## config.mk

```make
export PLATFORM = sky130hd
export DESIGN_NAME = ffd_mac
export DESIGN_NICKNAME = d
export VERILOG_FILES = /design/src/rtl/fractional_feedback_delay_macros.svh /design/src/rtl/ffd_pkg.sv /design/src/rtl/ffd_mac.sv
export SDC_FILE = /design/constraint.sdc
export NUM_CORES = 1
export LEC_CHECK = 0
export ABC_AREA = 1
export BUFFER_PORTS_ARGS = -buffer_cell sky130_fd_sc_hd__buf_4
export CAP_MARGIN = 10
export CORE_UTILIZATION = 51
export CTS_CLUSTER_SIZE = 30
export DETAILED_ROUTE_END_ITERATION = 10
export PLACE_DENSITY = 0.65
export SYNTH_ARGS = -nofsm -noshare
export SYNTH_HDL_FRONTEND = slang
export SYNTH_SLANG_ARGS = --single-unit
```

## constraint.sdc

```tcl
create_clock -name i_clk -period 8.85 [get_ports i_clk]
set_input_delay 1.77 -clock i_clk [delete_from_list [all_inputs] [get_ports i_clk]]
set_output_delay 1.77 -clock i_clk [all_outputs]
set_load 0.005 [all_outputs]
```

## src/rtl/fractional_feedback_delay_macros.svh

```systemverilog
// Assertion macros used by the fractional feedback delay top level.
`ifndef FRACTIONAL_FEEDBACK_DELAY_MACROS_SVH
`define FRACTIONAL_FEEDBACK_DELAY_MACROS_SVH

// Same-cycle implication, checked on every rising edge outside reset.
`define FFD_ASSERT_NOW(label, ante, cons, msg) \
    label: assert property (@(posedge i_clk) disable iff (!i_rst_n) (ante) |-> (cons)) \
        else $error(msg);

// Next-cycle implication, checked on every rising edge outside reset.
`define FFD_ASSERT_NEXT(label, ante, cons, msg) \
    label: assert property (@(posedge i_clk) disable iff (!i_rst_n) (ante) |=> (cons)) \
        else $error(msg);

`endif

```

## src/rtl/ffd_pkg.sv

```systemverilog
// Shared types and constants of the fractional feedback delay.
package ffd_pkg;

    // Fixed widths of the configuration fields.
    localparam int CFG_DATA_W = 17;
    localparam int CFG_IDX_W  = 3;
    localparam int WHOLE_W    = 17;
    localparam int FRAC_W     = 16;
    localparam int GAIN_W     = 16;

    // Second multiplier operand: a 16-bit gain or fraction plus a sign bit.
    localparam int MUL_B_W = 17;

    // Extra accumulator bits above the sample width.
    localparam int ACC_EXTRA = 20;

    // Unity wet level in Q1.15.
    localparam logic [GAIN_W-1:0] WET_UNITY = 16'h8000;

    // Configuration register indexes.
    typedef enum logic [CFG_IDX_W-1:0] {
        CFG_DELAY_WHOLE    = 3'd0,
        CFG_DELAY_FRACTION = 3'd1,
        CFG_FEEDBACK_GAIN  = 3'd2,
        CFG_EXTERNAL_GAIN  = 3'd3,
        CFG_USE_EXTERNAL   = 3'd4,
        CFG_WET_GAIN       = 3'd5
    } t_cfg_idx;

    // Sequencer states.
    typedef enum logic [12:0] {
        ST_IDLE   = 13'b0000000000001,
        ST_RD0    = 13'b0000000000010,
        ST_RD1    = 13'b0000000000100,
        ST_CAP0   = 13'b0000000001000,
        ST_INTERP = 13'b0000000010000,
        ST_INT_W  = 13'b0000000100000,
        ST_FB     = 13'b0000001000000,
        ST_MIX    = 13'b0000010000000,
        ST_WR     = 13'b0000100000000,
        ST_NRD    = 13'b0001000000000,
        ST_TAP    = 13'b0010000000000,
        ST_TAP_W  = 13'b0100000000000,
        ST_DONE   = 13'b1000000000000
    } t_state;

    // Control of the shared multiply-accumulate unit.
    typedef struct packed {
        logic issue;
        logic shift16;
    } t_mac_ctl;

endpackage

```

## src/rtl/ffd_mac.sv

```systemverilog
// Shared two-stage multiply, accumulate, round and saturate unit.
module ffd_mac #(
    parameter int SAMPLE_BITS = 24
) (
    input  logic                                             i_clk,
    input  logic                                             i_rst_n,
    input  ffd_pkg::t_mac_ctl                                i_ctl,
    input  logic signed [SAMPLE_BITS:0]                      i_a,
    input  logic signed [ffd_pkg::MUL_B_W-1:0]               i_b,
    input  logic signed [SAMPLE_BITS+ffd_pkg::ACC_EXTRA-1:0] i_c,
    output logic                                             o_valid,
    output logic signed [SAMPLE_BITS-1:0]                    o_result
);

    localparam int ACC_W  = SAMPLE_BITS + ffd_pkg::ACC_EXTRA;
    localparam int PROD_W = SAMPLE_BITS + 1 + ffd_pkg::MUL_B_W;

    logic                       r_v1;
    logic                       r_v2;
    logic                       r_sh16;
    logic signed [PROD_W-1:0]   r_prod;
    logic signed [ACC_W-1:0]    r_c;
    logic signed [SAMPLE_BITS-1:0] r_res;

    logic signed [ACC_W-1:0]       w_sum;
    logic signed [ACC_W-1:0]       w_shifted;
    logic [ACC_W-SAMPLE_BITS:0]    w_top;
    logic signed [SAMPLE_BITS-1:0] w_sat;

    // Valid pipeline that follows the two data stages.
    always_ff @(posedge i_clk) begin
        if (!i_rst_n) begin
            r_v1 <= 1'b0;
            r_v2 <= 1'b0;
        end else begin
            r_v1 <= i_ctl.issue;
            r_v2 <= r_v1;
        end
    end

    // First stage: the product and the addend are registered.
    always_ff @(posedge i_clk) begin
        if (i_ctl.issue) begin
            r_prod <= i_a * i_b;
            r_c    <= i_c;
            r_sh16 <= i_ctl.shift16;
        end
    end

    // Second stage: accumulate, round half up, shift and saturate.
    always_comb begin
        w_sum = {{(ACC_W-PROD_W){r_prod[PROD_W-1]}}, r_prod} + r_c
              + (r_sh16 ? (ACC_W'(1) << 15) : (ACC_W'(1) << 14));
        w_shifted = r_sh16 ? (w_sum >>> 16) : (w_sum >>> 15);
        w_top = w_shifted[ACC_W-1:SAMPLE_BITS-1];
        if ((&w_top) || !(|w_top)) begin
            w_sat = w_shifted[SAMPLE_BITS-1:0];
        end else if (w_shifted[ACC_W-1]) begin
            w_sat = {1'b1, {(SAMPLE_BITS-1){1'b0}}};
        end else begin
            w_sat = {1'b0, {(SAMPLE_BITS-1){1'b1}}};
        end
    end

    // The result holds until the next operation reaches this stage.
    always_ff @(posedge i_clk) begin
        if (r_v1) begin
            r_res <= w_sat;
        end
    end

    assign o_valid  = r_v2;
    assign o_result = r_res;

endmodule

```

==> summary.txt <==
Clocking
  – Root buf cell: clkbuf_16
  – Htree depth: 4
  – Post-CTS Setup Bufs: 0
  – Clock Latency Late Sink: 0.42 ns
  – Post_cts resized: 0
  – Hold Buf Count CTS: 0
  – Clock buffer depth: 2
  – Clock Sinks: 113
  – Clock buffer count from CTS: 17
  – CTS tree: built
  – CTS clk-pin slew, worst paths: 0.06 ns

GRT
  – Total track usage: 0.282
  – Vias in the first global route: 20.4k
  – Initial antenna violation count: 0
  – First-pass GRT wire length: 104 mm
  – Largest net degree at the start of global routing: 89
  – Total grt overflow: 0

Setup path
  – WS Path Type: in -> reg
  – CP Max Fanout: 25
  – Worst r2r path cells: 18
  – R2r setup slk: 4.97 ns
  – Worst r2r src: r_sh16
  – FF-to-FF End: o_result[0]
  – CP startpoint kind: input pin
  – Crit end category: flip-flop
  – Worst EP arrival: 7.59 ns
  – Worst EP required: 8.99 ns

STA
  – Fin crit share: 0.841
  – Max Slew Vio Count: 0
  – Setup Viol. Count Final: 0
  – Final min period: 7.44 ns
  – Final hold viol count: 0
  – Worst-Margin Slew: 1.18 ns
  – Slew headroom: 0.215
  – Max Clk Rate: 0.134 GHz
  – RSZ-0062 raised after global routing: no
  – Final setup TNS: 0 ns
  – Clk_skew: 0.0140 ns

Floorplan
  – Core Area: 45,500 sq um
  – Die Y: 217 um
  – Initial core utilization: 0.517
  – # rows: 78
  – I/O pins: 115
  – Die ar.: 47,000 sq um
  – Width of the die: 217 um

Final layout
  – Ant diodes: 0
  – Area Growth Syn to Fin: 7.45%
  – Layout cells sized above 1: 0.0724
  – Final cell area excluding filler cells: 25,300 sq um
  – Final #Nets: 3,676

Job
  – Max-cap viol count: 0

Place
  – Cell Area, Placed: 24,700 sq um
  – Placer Congestion: 0.989
  – IO Port Bufs: 114
  – Post-DP HPWL: 52.6 mm

Detailed routing
  – Via count: 18.6k
  – Wire per inst: 17.3 um
  – Drt initial violations: 1,235
  – Residual DRC count: 0
  – Final wirelength: 62.1 mm
  – Detailed Routing Iterations Pass 1: 7
  – Antenna Nets Post-Route: 0
  – Vias per inst: 5.18

Logic synthesis
  – Top post-synthesis cells by area: fa_1 (36%), edfxtp_1 (14%), inv_1 (12%)
  – Register area share after synthesis: 0.143
  – Cell taking the most area after synthesis: fa_1
  – Synthesized net count: 3,650
  – Syn Std Cell Area: 23,500 sq um
  – FF+latch count, synth: 113
  – Syn Area/Cell: 7.95 sq um
  – Synth warn: 0
  – Post-Syn Instances: 2,960
  – Share of the synthesized area in the top cell type: 0.356
  – Synth cell types: 43

Run status
  – Status: finished, final reports clean

Worst hold path
  – Hold path startpoint: r_c[43]
  – Hold endpoint: o_result[23]
  – Hold Path Cell Cnt: 4
  – Worst hold path type: reg -> reg
==> synth_stat cells, drive strengths merged <==
| library cell | n |
|---|---|
| o21bai | 11 |
| o2111ai | 1 |
| a31oi | 18 |
| ha | 182 |
| xnor2 | 21 |
| fa | 418 |
| clkinv | 1 |
| nand3 | 105 |
| or2 | 13 |
| xor2 | 29 |
| buf | 8 |
| nor3 | 12 |
| o211a | 1 |
| a21o | 10 |
| o21a | 9 |
| o211ai | 2 |
| nand3b | 8 |
| mux2i | 1 |
| nand4 | 23 |
| and3 | 3 |
| clkbuf | 102 |
| inv | 792 |
| a21boi | 2 |
| a21oi | 84 |
| nor4 | 2 |
| nand2 | 807 |
| edfxtp | 111 |
| and2 | 3 |
| o31ai | 2 |
| o221ai | 3 |
| o21ai | 37 |
| dfxtp | 2 |
| nor2 | 137 |
==> per-layer routing <==
layer,track usage,vias up,share of wire
met3,0.0250,94,0.053
met5,0,-,0
li1,-,8757,-
met2,0.507,564,0.50
met1,0.368,9207,0.43
met4,0.0662,0,0.021
==> critical path, cell delays in order <==
cell and delay, ns:
buf_4 0.30, nand2_1 0.16, inv_1 0.14, fa_1 0.49, fa_1 0.89, fa_1 0.58
fa_1 0.56, inv_1 0.05, fa_1 0.44, fa_1 0.51, inv_1 0.04, ha_1 0.34
inv_1 0.09, nor3_1 0.26, nand2_1 0.15, nor3_1 0.28, nand4_1 0.14, o2111ai_1 0.26
xor2_1 0.10
==> final cells by class <==
class                   instances  area [sq um]
well taps                     600           751
clock buffers                  17           425
fillers                      4352         20200
inverters                     793          2980
repair buffers                117           878
multi-input cells            1944         16700
flip-flops and latches        113          3370
clock inverters                14           159
==> layout by cell type, fill, tap and decap left out, drive strengths merged, types with 3 or more instances in the layout <==
cell type | netlist | final
o21bai | 11 | 11
o221ai | 3 | 3
buf | 8 | 117
xnor2 | 21 | 21
clkinvlp | 0 | 5
xor2 | 29 | 29
and3 | 3 | 3
clkbuf | 102 | 17
edfxtp | 111 | 111
nand3 | 105 | 105
a21oi | 84 | 84
fa | 418 | 418
nand4 | 23 | 23
a21o | 10 | 10
ha | 182 | 182
and2 | 3 | 3
o21a | 9 | 9
o21ai | 37 | 37
inv | 792 | 796
a31oi | 18 | 18
nor3 | 12 | 12
nor2 | 137 | 137
nand2 | 807 | 807
or2 | 13 | 13
clkinv | 1 | 4
nand3b | 8 | 8
==> flip-flops by register name (all words and copies together) (netlist names) <==
signal and flops:
r_c 44, r_prod 42, o_result 24, o_valid 1, r_sh16 1, r_v1 1
==> worst max path at each step <==
stage            start  slack [ns]  depth (start not counted)    endpoint
6_report        i_b[2]        1.41                         19  r_prod[41]
5_1_grt        i_b[16]        1.02                         20  r_prod[41]
4_1_cts        i_b[16]        1.34                         20  r_prod[41]
3_5_place_dp   i_b[16]        0.93                         20  r_prod[41]
3_3_place_gp   i_b[16]        1.01                         20  r_prod[41]
2_1_floorplan  i_a[24]        1.52                         20  r_prod[41]
==> cells by family after synthesis <==
group / share of synthesized area
DFF: 0.143
adders and majority gates: 0.452
AOI/OAI and AO/OA: 0.0442
xor gates and xnor gates: 0.0186
muxes: 0.000425
buffers and inverters: 0.146
and+or+nand+nor: 0.195
==> per-stage QoR <==
stage	instances	setup slack, ns	hold slack, ns	utilization
6_report	3598	1.41	0.859	0.556
2_1_floorplan	2960	1.52	0.772	-
5_1_grt	3598	1.02	0.932	0.556
3_5_place_dp	3567	0.930	0.857	0.543
3_3_place_gp	3567	1.01	0.844	0.543
4_1_cts	3598	1.34	0.864	0.556
Power is not shown: default switching activity piles up to over one toggle a cycle in this logic, so the estimate is an artifact.
